[config.mk]
export PLATFORM = sky130hd
export DESIGN_NAME = html_entity_unescape_strip_tags
export DESIGN_NICKNAME = d
export VERILOG_FILES = /design/src/rtl/heust_pkg.sv /design/src/rtl/heust_front.sv /design/src/rtl/heust_queue.sv /design/src/rtl/heust_back.sv /design/src/rtl/html_entity_unescape_strip_tags.sv
export SDC_FILE = /design/constraint.sdc
export NUM_CORES = 1
export LEC_CHECK = 0
export ABC_AREA = 1
export BUFFER_PORTS_ARGS = -buffer_cell sky130_fd_sc_hd__buf_2
export CELL_PAD_IN_SITES_DETAIL_PLACEMENT = 0
export CELL_PAD_IN_SITES_GLOBAL_PLACEMENT = 1
export CORE_ASPECT_RATIO = 1.4
export CORE_MARGIN = 2
export CORE_UTILIZATION = 46
export DETAILED_ROUTE_END_ITERATION = 7
export PLACE_DENSITY = 0.86
export SLEW_MARGIN = 20
export SYNTH_ARGS = -nofsm -noshare
export SYNTH_HDL_FRONTEND = slang
export SYNTH_SLANG_ARGS = --single-unit
[constraint.sdc]
create_clock -name clk -period 3.9 [get_ports clk]
set_input_delay 0.39 -clock clk [delete_from_list [all_inputs] [get_ports clk]]
set_output_delay 0.39 -clock clk [all_outputs]
set_load 0.005 [all_outputs]
[src/rtl/heust_pkg.sv]
// Package: item types, entity tables and character codes for the entity unescape block.
package heust_pkg;

  // Character codes
  localparam logic [7:0] CH_SPACE = 8'h20;
  localparam logic [7:0] CH_AMP   = 8'h26;
  localparam logic [7:0] CH_SEMI  = 8'h3B;
  localparam logic [7:0] CH_LT    = 8'h3C;
  localparam logic [7:0] CH_GT    = 8'h3E;

  localparam int NUM_ENT     = 4;
  localparam int MAX_LETTERS = 4;
  localparam int QUEUE_DEPTH_DEF = 4;

  // Entity names, [entity][letter]: nbsp, lt, gt, amp
  localparam logic [NUM_ENT-1:0][MAX_LETTERS-1:0][7:0] ENT_NAME = {
    {8'h00, 8'h70, 8'h6D, 8'h61},   // amp
    {8'h00, 8'h00, 8'h74, 8'h67},   // gt
    {8'h00, 8'h00, 8'h74, 8'h6C},   // lt
    {8'h70, 8'h73, 8'h62, 8'h6E}    // nbsp
  };
  localparam logic [NUM_ENT-1:0][2:0] ENT_LEN  = {3'd3, 3'd2, 3'd2, 3'd4};
  localparam logic [NUM_ENT-1:0][7:0] ENT_REPL = {CH_AMP, CH_GT, CH_LT, CH_SPACE};

  // Parser mode
  typedef enum logic [2:0] {
    MODE_TEXT = 3'b001,
    MODE_TAG  = 3'b010,
    MODE_ENT  = 3'b100
  } mode_t;

  // Channel items
  typedef struct packed {
    logic [7:0] text_byte;
    logic       ends_string;
  } in_item_t;

  typedef struct packed {
    logic [7:0] out_byte;
    logic       byte_valid;
    logic       last_of_run;
    logic       string_done;
  } out_item_t;

  // One classified item: optional '&'+letters flush, then optional tail result
  typedef struct packed {
    logic                        flush;
    logic [2:0]                  nlet;
    logic [MAX_LETTERS-1:0][7:0] letters;
    logic                        has_tail;
    logic [7:0]                  tail_byte;
    logic                        tail_valid;
    logic                        done;
  } job_t;

  // Queue write side seen by the front end
  typedef struct packed {
    logic push;
    job_t job;
  } qwr_t;

endpackage

[src/rtl/heust_front.sv]
// Front end: accepts text items, tracks tag/entity parsing, classifies into jobs.
module heust_front import heust_pkg::*; (
  input  logic     clk,
  input  logic     rst,
  input  logic     text_valid,
  output logic     text_stall,
  input  in_item_t text_item,
  input  logic     q_full,
  output qwr_t     qwr
);

  mode_t                       mode, mode_next;
  logic [2:0]                  count, count_next;
  logic [NUM_ENT-1:0]          alive, alive_next;
  logic [MAX_LETTERS-1:0][7:0] letters;
  logic                        let_we;
  logic                        accept;
  logic [7:0]                  b;
  logic [NUM_ENT-1:0]          still;
  logic                        done_hit;
  logic [1:0]                  done_idx;

  assign text_stall = q_full;
  assign accept     = text_valid && !q_full;
  assign b          = text_item.text_byte;

  // Entity match against every live name at the current letter position
  always_comb begin
    still    = '0;
    done_hit = 1'b0;
    done_idx = '0;
    for (int i = 0; i < NUM_ENT; i++) begin
      if (alive[i]) begin
        if (count < ENT_LEN[i]) begin
          if (ENT_NAME[i][count[1:0]] == b) still[i] = 1'b1;
        end else if (count == ENT_LEN[i] && b == CH_SEMI) begin
          done_hit = 1'b1;
          done_idx = 2'(i);
        end
      end
    end
  end

  // Next state and job build
  always_comb begin
    mode_next          = mode;
    count_next         = count;
    alive_next         = alive;
    let_we             = 1'b0;
    qwr.push           = 1'b0;
    qwr.job.flush      = 1'b0;
    qwr.job.nlet       = count;
    qwr.job.letters    = letters;
    qwr.job.has_tail   = 1'b0;
    qwr.job.tail_byte  = b;
    qwr.job.tail_valid = 1'b1;
    qwr.job.done       = 1'b0;
    if (accept) begin
      if (text_item.ends_string) begin
        qwr.job.flush      = (mode == MODE_ENT);
        qwr.job.has_tail   = 1'b1;
        qwr.job.tail_byte  = '0;
        qwr.job.tail_valid = 1'b0;
        qwr.job.done       = 1'b1;
        qwr.push           = 1'b1;
        mode_next          = MODE_TEXT;
        count_next         = '0;
        alive_next         = '1;
      end else begin
        case (mode)
          MODE_TAG: begin
            if (b == CH_GT) mode_next = MODE_TEXT;
          end
          MODE_ENT: begin
            if (done_hit) begin
              qwr.job.has_tail  = 1'b1;
              qwr.job.tail_byte = ENT_REPL[done_idx];
              qwr.push          = 1'b1;
              mode_next         = MODE_TEXT;
              count_next        = '0;
              alive_next        = '1;
            end else if (still != '0 && !count[2]) begin
              let_we     = 1'b1;
              count_next = 3'(count + 3'd1);
              alive_next = still;
            end else begin
              // mismatch: flush held prefix, then the byte as fresh text
              qwr.job.flush = 1'b1;
              qwr.push      = 1'b1;
              count_next    = '0;
              alive_next    = '1;
              if (b == CH_AMP) begin
                mode_next = MODE_ENT;
              end else if (b == CH_LT) begin
                mode_next = MODE_TAG;
              end else begin
                mode_next        = MODE_TEXT;
                qwr.job.has_tail = 1'b1;
              end
            end
          end
          default: begin
            if (b == CH_AMP) begin
              mode_next  = MODE_ENT;
              count_next = '0;
              alive_next = '1;
            end else if (b == CH_LT) begin
              mode_next = MODE_TAG;
            end else begin
              mode_next        = MODE_TEXT;
              qwr.job.has_tail = 1'b1;
              qwr.push         = 1'b1;
            end
          end
        endcase
      end
    end
  end

  // Parser state
  always_ff @(posedge clk) begin
    if (rst) begin
      mode  <= MODE_TEXT;
      count <= '0;
      alive <= '1;
    end else begin
      mode  <= mode_next;
      count <= count_next;
      alive <= alive_next;
    end
  end

  // Held letters, only read below the count
  always_ff @(posedge clk) begin
    if (let_we) letters[count[1:0]] <= b;
  end

endmodule

[src/rtl/heust_queue.sv]
// Job queue between the front end and the emitter.
module heust_queue import heust_pkg::*; #(
  parameter int DEPTH = QUEUE_DEPTH_DEF
) (
  input  logic clk,
  input  logic rst,
  input  qwr_t qwr,
  output logic full,
  output logic rd_valid,
  input  logic rd_take,
  output job_t rd_job
);

  localparam int PW = (DEPTH > 1) ? $clog2(DEPTH) : 1;
  localparam int CW = $clog2(DEPTH + 1);

  job_t          mem [DEPTH];
  logic [PW-1:0] wr_ptr, rd_ptr;
  logic [CW-1:0] fill;
  logic          do_wr, do_rd;

  assign full     = (fill == CW'(DEPTH));
  assign rd_valid = (fill != '0);
  assign rd_job   = mem[rd_ptr];
  assign do_wr    = qwr.push && !full;
  assign do_rd    = rd_take && rd_valid;

  // Storage
  always_ff @(posedge clk) begin
    if (do_wr) mem[wr_ptr] <= qwr.job;
  end

  // Pointers and fill
  always_ff @(posedge clk) begin
    if (rst) begin
      wr_ptr <= '0;
      rd_ptr <= '0;
      fill   <= '0;
    end else begin
      if (do_wr) wr_ptr <= (wr_ptr == PW'(DEPTH - 1)) ? '0 : PW'(wr_ptr + 1'b1);
      if (do_rd) rd_ptr <= (rd_ptr == PW'(DEPTH - 1)) ? '0 : PW'(rd_ptr + 1'b1);
      if (do_wr && !do_rd)      fill <= CW'(fill + 1'b1);
      else if (do_rd && !do_wr) fill <= CW'(fill - 1'b1);
    end
  end

endmodule

[src/rtl/heust_back.sv]
// Emitter: walks each job's results into the output register, one per cycle unless res_stall holds it.
module heust_back import heust_pkg::*; (
  input  logic      clk,
  input  logic      rst,
  input  logic      job_valid,
  output logic      job_take,
  input  job_t      job,
  output logic      res_valid,
  input  logic      res_stall,
  output out_item_t res_item
);

  logic [2:0] pos;
  logic [2:0] total;
  logic [2:0] lidx;
  logic       load, last;
  out_item_t  cur;

  // Result count of this job: optional '&'+letters, optional tail
  assign total = 3'((job.flush ? 3'(job.nlet + 3'd1) : 3'd0) + {2'b0, job.has_tail});
  assign last  = (pos == 3'(total - 3'd1));
  assign load  = job_valid && (!res_valid || !res_stall);
  assign job_take = load && last;
  assign lidx  = 3'(pos - 3'd1);

  // Current result
  always_comb begin
    cur.last_of_run = last;
    cur.string_done = job.done;
    cur.byte_valid  = 1'b1;
    if (job.flush && pos == 3'd0) begin
      cur.out_byte = CH_AMP;
    end else if (job.flush && pos <= job.nlet) begin
      cur.out_byte = job.letters[lidx[1:0]];
    end else begin
      cur.out_byte   = job.tail_byte;
      cur.byte_valid = job.tail_valid;
    end
  end

  // Position within the job
  always_ff @(posedge clk) begin
    if (rst) begin
      pos <= '0;
    end else if (load) begin
      pos <= last ? 3'd0 : 3'(pos + 3'd1);
    end
  end

  // Output register
  always_ff @(posedge clk) begin
    if (rst) begin
      res_valid <= 1'b0;
    end else if (load) begin
      res_valid <= 1'b1;
    end else if (!res_stall) begin
      res_valid <= 1'b0;
    end
  end

  always_ff @(posedge clk) begin
    if (load) res_item <= cur;
  end

endmodule

[src/rtl/html_entity_unescape_strip_tags.sv]
// Top level of the HTML entity unescape and tag strip block.
// Input channel text_valid/text_stall/text_item: one byte of an HTML string per
// item, or an end-of-string item (ends_string set, text_byte ignored).
// Output channel res_valid/res_stall/res_item: visible text, one byte per item.
// Tags '<'..'>' are dropped; &nbsp; &lt; &gt; &amp; become ' ' '<' '>' '&'.
// A broken entity gives '&' and its held letters, then the breaking byte is
// parsed afresh. An end item flushes any partial entity and finishes with a
// bare end marker (byte_valid low); last_of_run flags the final result of
// each input item.
// Path: jobs are registered in the job queue, results in the output register.
// Throughput: one input item per cycle while each gives at most one result;
// an item may give up to six results, which leave one at a time through
// the single output register. The job queue (QUEUE_DEPTH entries) absorbs
// such bursts; text_stall rises only when it is full.
// Reset: synchronous rst returns the parser to text mode and empties the queue.
// res_stall holds the output register; the queue then fills and stalls input.
module html_entity_unescape_strip_tags import heust_pkg::*; #(
  parameter int QUEUE_DEPTH = QUEUE_DEPTH_DEF
) (
  input  logic      clk,
  input  logic      rst,
  input  logic      text_valid,
  output logic      text_stall,
  input  in_item_t  text_item,
  output logic      res_valid,
  input  logic      res_stall,
  output out_item_t res_item
);

  qwr_t qwr;
  logic q_full, q_valid, q_take;
  job_t q_job;

  heust_front u_front (
    .clk        (clk),
    .rst        (rst),
    .text_valid (text_valid),
    .text_stall (text_stall),
    .text_item  (text_item),
    .q_full     (q_full),
    .qwr        (qwr)
  );

  heust_queue #(.DEPTH(QUEUE_DEPTH)) u_queue (
    .clk      (clk),
    .rst      (rst),
    .qwr      (qwr),
    .full     (q_full),
    .rd_valid (q_valid),
    .rd_take  (q_take),
    .rd_job   (q_job)
  );

  heust_back u_back (
    .clk       (clk),
    .rst       (rst),
    .job_valid (q_valid),
    .job_take  (q_take),
    .job       (q_job),
    .res_valid (res_valid),
    .res_stall (res_stall),
    .res_item  (res_item)
  );

endmodule

[Word-level counts from Yosys, hierarchy flattened]
Memory sizes are Yosys's and may differ from the RTL's. A register that Yosys moved wholly into a read port is not among the register bits.
Index checks and enable logic that the tools add are counted.
Operators by class
  equal/unequal tests: 21
  reduce and logical (&&, ||, !) cells: 29
  $add $sub $neg: 10
  multiplexer cells: 100
  magnitude comparators: 8
Operators with widths (number)
  $bmux 8 s2: 6
  $mux 8: 10
  $mux 1: 41
  $mux 3: 13
  $mux 2: 17
  $bwmux 32: 1
  $eq 8x6->1 const B: 4
  $eq 8x8->1: 4
  $demux 8 s2: 1
  $mux 4: 4
  $logic_and 1x1->1: 14
  $add 3x1->3 const B: 4
  $pmux 3 s2: 2
  $mux 11: 1
  $eq 3x2->1 const B: 3
  $eq 3x3->1 const B: 3
  $lt 2x3->1 const B: 3
  $mux 9: 1
  $pmux 4 s2: 1
  $logic_not 1->1: 6
  $lt 3x2->1 const B: 2
  $reduce_and 3->1: 2
  $reduce_bool 3->1: 2
  $sub 3x1->3 const B: 2
  18 further kinds: 21
Word-level totals
  output and inout bits: 13
  memories kept: 1
  word-level logic and storage cells: 185
  flip-flop bits (word level): 64
  input port bits: 13
  RAM bits: 188
Memories
  u_queue.mem: words 4, bits a word 47, rd ports 1, clocked after Yosys merged registers in 1, wr ports 1, line heust_queue.sv:17  | job_t mem [DEPTH];

[Logic depth before layout (Yosys ltp)]
  depth after elaboration: 23
  mapped depth: 23
  gate-level depth less buffers: 20

[Modules after synthesis]
A second synthesis with hierarchy kept.
Second synthesis, totals
  cells, all modules: 980
  area total of the unflattened synthesis: 11477.3 um^2
Modules (own cells, without submodules)
  heust_queue: area an instance 7876.3 um^2, seq. area each 5825.6 um^2, times used 1, cells each 525
  heust_front: area an instance 2393.5 um^2, seq. area each 1161.1 um^2, times used 1, cells each 293
  heust_back: area an instance 1207.4 um^2, seq. area each 410.4 um^2, times used 1, cells each 162

[Worst setup path before layout]
No wires, ideal clock.
  path type: flip-flop to flip-flop
  from: reg u_front.count[1]
  to: mem u_queue.mem[0][0] in the netlist's numbering, enable pin
  slack: -0.094 ns
  path buffers: 1
  data required time: 3.448 ns
  arrival: 3.542 ns
  library setup time: 0.452 ns
  stages on the path, launching flop included: 13
  period minus slack after synthesis: 3.994 ns
  cell sequence: dfxtp_1 buf_4 inv_2 ha_1 inv_1 nand2_1 nand3_1 nor2_1 o21ai_2 nand4_1 nand2_2 inv_2 nor2_1
Between the ends
  cells in the longest elaborated chain, start to end: 21
  elaborated cells between the ends (all ways): 55
  those cells by class: order compare (3); eq/ne (7); mux (39); reduce/logical (6)
Ends and longest elaborated chain
  start, declared: line heust_front.sv:13  | logic [2:0] count, count_next;
  start signal, assigned: line heust_front.sv:128  | count <= count_next;
  $eq 3x3->1: line heust_front.sv:36  | end else if (count == ENT_LEN[i] && b == CH_SEMI) begin
  $logic_and 1x1->1: line heust_front.sv:36
  $mux 1: line heust_front.sv:36
  $mux 1: line heust_front.sv:34  | if (count < ENT_LEN[i]) begin
  $mux 1: line heust_front.sv:33  | if (alive[i]) begin
  $mux 1: line heust_front.sv:36
  $mux 1: line heust_front.sv:34
  $mux 1: line heust_front.sv:33
  [6 not listed]
  $mux 1 *: line heust_front.sv:75  | if (done_hit) begin
  $pmux 1 s2 *: line heust_front.sv:70  | case (mode)
  $mux 2 *: line heust_front.sv:59  | if (text_item.ends_string) begin
  $mux 2 *: line heust_front.sv:58  | if (accept) begin
  $logic_and 1x1->1 *: line heust_queue.sv:25  | assign do_wr = qwr.push && !full;
  named net u_queue.do_wr: line heust_queue.sv:20  | logic do_wr, do_rd;
  $mux 1 *: line heust_queue.sv:30  | if (do_wr) mem[wr_ptr] <= qwr.job;
  $mux 1 (not written as such) *: line heust_queue.sv:30
  end, declared: line heust_queue.sv:17
Mark *: on every way through the listed nets, which the timed path passes. The rest lies on a longest branch. The select of a mux whose other input is x is not followed.

==> summary.txt <==
Outcome
  • Status: complete, no violations

Clock tree
  • Clk sinks: 254
  • Number of buffers created by CTS: 23
  • Clk Latency, worst-skew pair: between 0.5 and 0.6 ns
  • Post-cts resize count: 0
  • Post-CTS Setup Inserts: 0
  • # H-tree levels: 1
  • Reg clk slew, reported paths: 0.07 ns
  • Clk root buf: clkbuf_16
  • Clk buf depth: 3
  • Post-CTS Hold Buffers: 0
  • CTS tree: yes

GRT
  • Grt met2 use: 0.3818
  • Grt ovf: 0
  • Most used routing layer: met2
  • Initial antenna violation count: 0
  • First-pass GRT wire length: 38040 um
  • Met1 Track Usage GR: 0.2242
  • M3 GR Usage: 0.02063
  • Total GRT Usage: 0.2004
  • Number of global-route vias before repair: about 7k
  • Largest net degree at the start of global routing: 83

Cells and area
  • Final #Nets: 986
  • Commonest cells after routing, fill and taps aside: 231 x edfxtp_1, 161 x nor2_1, 109 x nand2_1
  • Fillcell total: 2029
  • Syn-to-layout area delta: 11.80%
  • # diodes: 0
  • Non-Filler Instances: 1274
  • Most common cell after layout, fill and taps aside: edfxtp_1
  • Layout cells sized above 1: 0.1188

Place
  • Post-place setup slack: 0.5385 ns
  • Final Wtd Congestion: 0.8933
  • IO buf count: 25
  • Inst Count DP: 1233
  • Final HPWL DP: 15450 um

Die
  • Die Width: about 130 um
  • Core box area: 0.02312 sq mm
  • Die area: ~0.025 sq mm
  • Chip height: 184.7 um
  • Initial Util: 0.4642
  • FP Rows: 66
  • I/O pins: 26

Synthesis
  • YS warnings: 0
  • Post-synthesis cell count: 924
  • Mapped cell area: 0.01073 sq mm
  • Cell accounting for the most synthesized area: edfxtp_1
  • Top cells by area, synth: edfxtp_1 65%, nor2_1 5.8%, o21ai_0 4.7%
  • Synth Net Count: 958
  • Avg Cell Area, Syn: 11.62 sq um
  • Post-synthesis sequential area ratio: 0.6891
  • Post-synth top area share: 0.6462
  • Netlist cell types: 40
  • Yosys reg bits: about 250

STA
  • Fmax: about 300 MHz
  • Post-route clock period utilization: 0.8630
  • # setup viols final: 0
  • Setup WS post-layout: 0.5342 ns
  • Unrepaired setup endpoints after global routing: false
  • Minimum clock period: 3.366 ns
  • TNS Setup: 0 ns
  • Final Hold Vio Count: 0
  • Worst-Margin Slew: 0.8372 ns
  • Max-slew violation count: 0
  • Max_slew headroom: 0.4418
  • Clk_skew: 0.01049 ns

Power and ir drop
  • VDD IR-drop max: 619.2 uV
  • Clock power share: 0.276
  • Part of the power in registers: 0.433
  • Sw frac: 0.3368
  • Power per cell area: between 600 and 700 mW/mm^2
  • Switching pwr: 2.702 mW
  • Logic gate share of total power: 0.291
  • Leak Pwr: 4.355 nW
  • Int Power: approximately 5.3 mW

Routing
  • Drt via density: 5.509
  • Remaining DRCs: 0
  • ANT nets after route: 0
  • Drt first pass iters: 5
  • Vias: between 7k and 8k
  • Wirelength per Cell: 19.07 um
  • 1st-iter DRT viols: 582
  • Detailed Route WL: 24290 um

Setup path
  • CP Max Fanout: 14
  • Reg2Reg Depth: 18
  • Setup crit end kind: flop
  • Critical path class: reg -> reg
  • Worst path required time: about 4.3 ns
  • Worst path slowest cell: dfxtp_2
  • CP Launch Type: flop
  • Worst path cell trace: inv_2 > o21ai_0 > nand2_1 > ha_1 > nand2_1 > ha_1 > xor2_1 > inv_1 > nand2_1 > nand2_2 > nand3_4 > ha_1 > inv_1 > fa_1 > a21oi_1 > o21ai_0 > o21ai_0 > a21oi_1
  • R2r setup slk: 0.53 ns
  • Reg2Reg Capture Point: u_queue.fill[2]$_SDFFE_PP0P_
  • Largest stage delay, worst path: 0.48 ns
  • Worst path arrival time: 3.76 ns

Worst hold path
  • Hold_sp: rst
  • Hold path depth: 2
  • Hold path endpoint: u_front.count[1]$_SDFFE_PP0P_
  • Worst Hold Class: in -> reg

Run
  • Max Cap Viol: 0
-- per-layer routing --
layer | wire, um | vias to the layer above
li1 | - | 3344
met1 | 8964 | 3391
met2 | 13220 | 229
met3 | 1157 | 54
met4 | 947 | 0
met5 | 0 | -
-- worst max-delay path, delay by kind of cell (launching register included) --
family | cells | cell delay [ns]
AO/OA/AOI/OAI | 5 | 0.76
XOR/XNOR | 1 | 0.18
adder cells (fa/ha/maj) | 4 | 1.10
buffers and inverters | 3 | 0.30
flip-flops | 1 | 0.48
AND/OR/NAND/NOR | 5 | 0.43
-- area by class of cell --
class,count,area [sq um],share of cell area
clock inverter,15,151.4,0.01262
multi-input combinational,563,2927,0.2439
sequential,254,7398,0.6165
tap,306,382.9,0.03190
inverter,69,259.0,0.02158
timing repair buffer,41,295.3,0.02461
clock buffer,26,586.8,0.04890
-- worst max path at each step --
stage,start,end,slack (ns),cells after the start
floorplan,u_front.count[1]$_SDFFE_PP0P_,u_queue.mem[0][0]$_DFFE_PP_,-0.09,12
global placement,flop,u_queue.fill[2]$_SDFFE_PP0P_,0.64,18
detailed placement,flop,u_queue.fill[2]$_SDFFE_PP0P_,0.54,18
CTS,flop,u_queue.fill[2]$_SDFFE_PP0P_,0.52,18
global route,flop,u_queue.fill[2]$_SDFFE_PP0P_,0.09,20
finish,flop,u_queue.fill[2]$_SDFFE_PP0P_,0.53,18
-- power by group through the flow --
stage	Sequential, mW	Combinational, mW	Clock, mW
floorplan	3.53	1.58	0
global placement	3.53	2.30	0
detailed placement	3.53	2.35	0
CTS	3.47	2.36	2.25
global route	3.50	2.61	2.36
finish	3.47	2.33	2.22
-- stage by stage --
stage               hold WS (ns)  cell area (sq um)  total power [mW]    util
floorplan                 0.4469              10730             5.106       -
detailed placement        0.4701              11260             5.880  0.4871
global route              0.1554              12000             8.467  0.5190
finish                    0.1540              12000             8.024  0.5190
CTS                       0.1508              12000             8.089  0.5190
global placement          0.4634              11260             5.822  0.4871
-- synthesized netlist by cell type, drive strengths merged --
library cell / number
o21ai: 113
or2: 2
a21boi: 3
clkbuf: 24
a21oi: 16
a211oi: 1
a32oi: 1
xor2: 3
nand3: 47
xnor2: 2
o22ai: 26
nand2: 117
a32o: 1
nor4: 1
o211ai: 7
inv: 68
fa: 1
nand4: 8
dfxtp: 23
edfxtp: 231
o221ai: 20
a31oi: 1
clkinv: 1
buf: 14
nor2: 168
nor3: 1
ha: 20
o311ai: 1
o21a: 3
-- registers in the layout, indices dropped and copies added, names as in the netlist, named ones only --
register          flops
u_front.qwr          32
u_front.alive         4
u_front.mode          3
u_back.res_valid      1
u_queue.fill          3
u_front.count         3
u_back.res_item      11
u_queue.wr_ptr        2
u_queue.mem         188
u_queue.rd_ptr        2
u_back.pos            3
-- logic make-up after synthesis --
logic type | after synthesis | synth area share
buf+inv | 107 | 0.04103
compound gates | 193 | 0.1070
xor+xnor | 5 | 0.004080
fa+ha+maj | 21 | 0.02518
simple gates | 344 | 0.1336
flops | 254 | 0.6891
(Power assumes the default switching activity.)
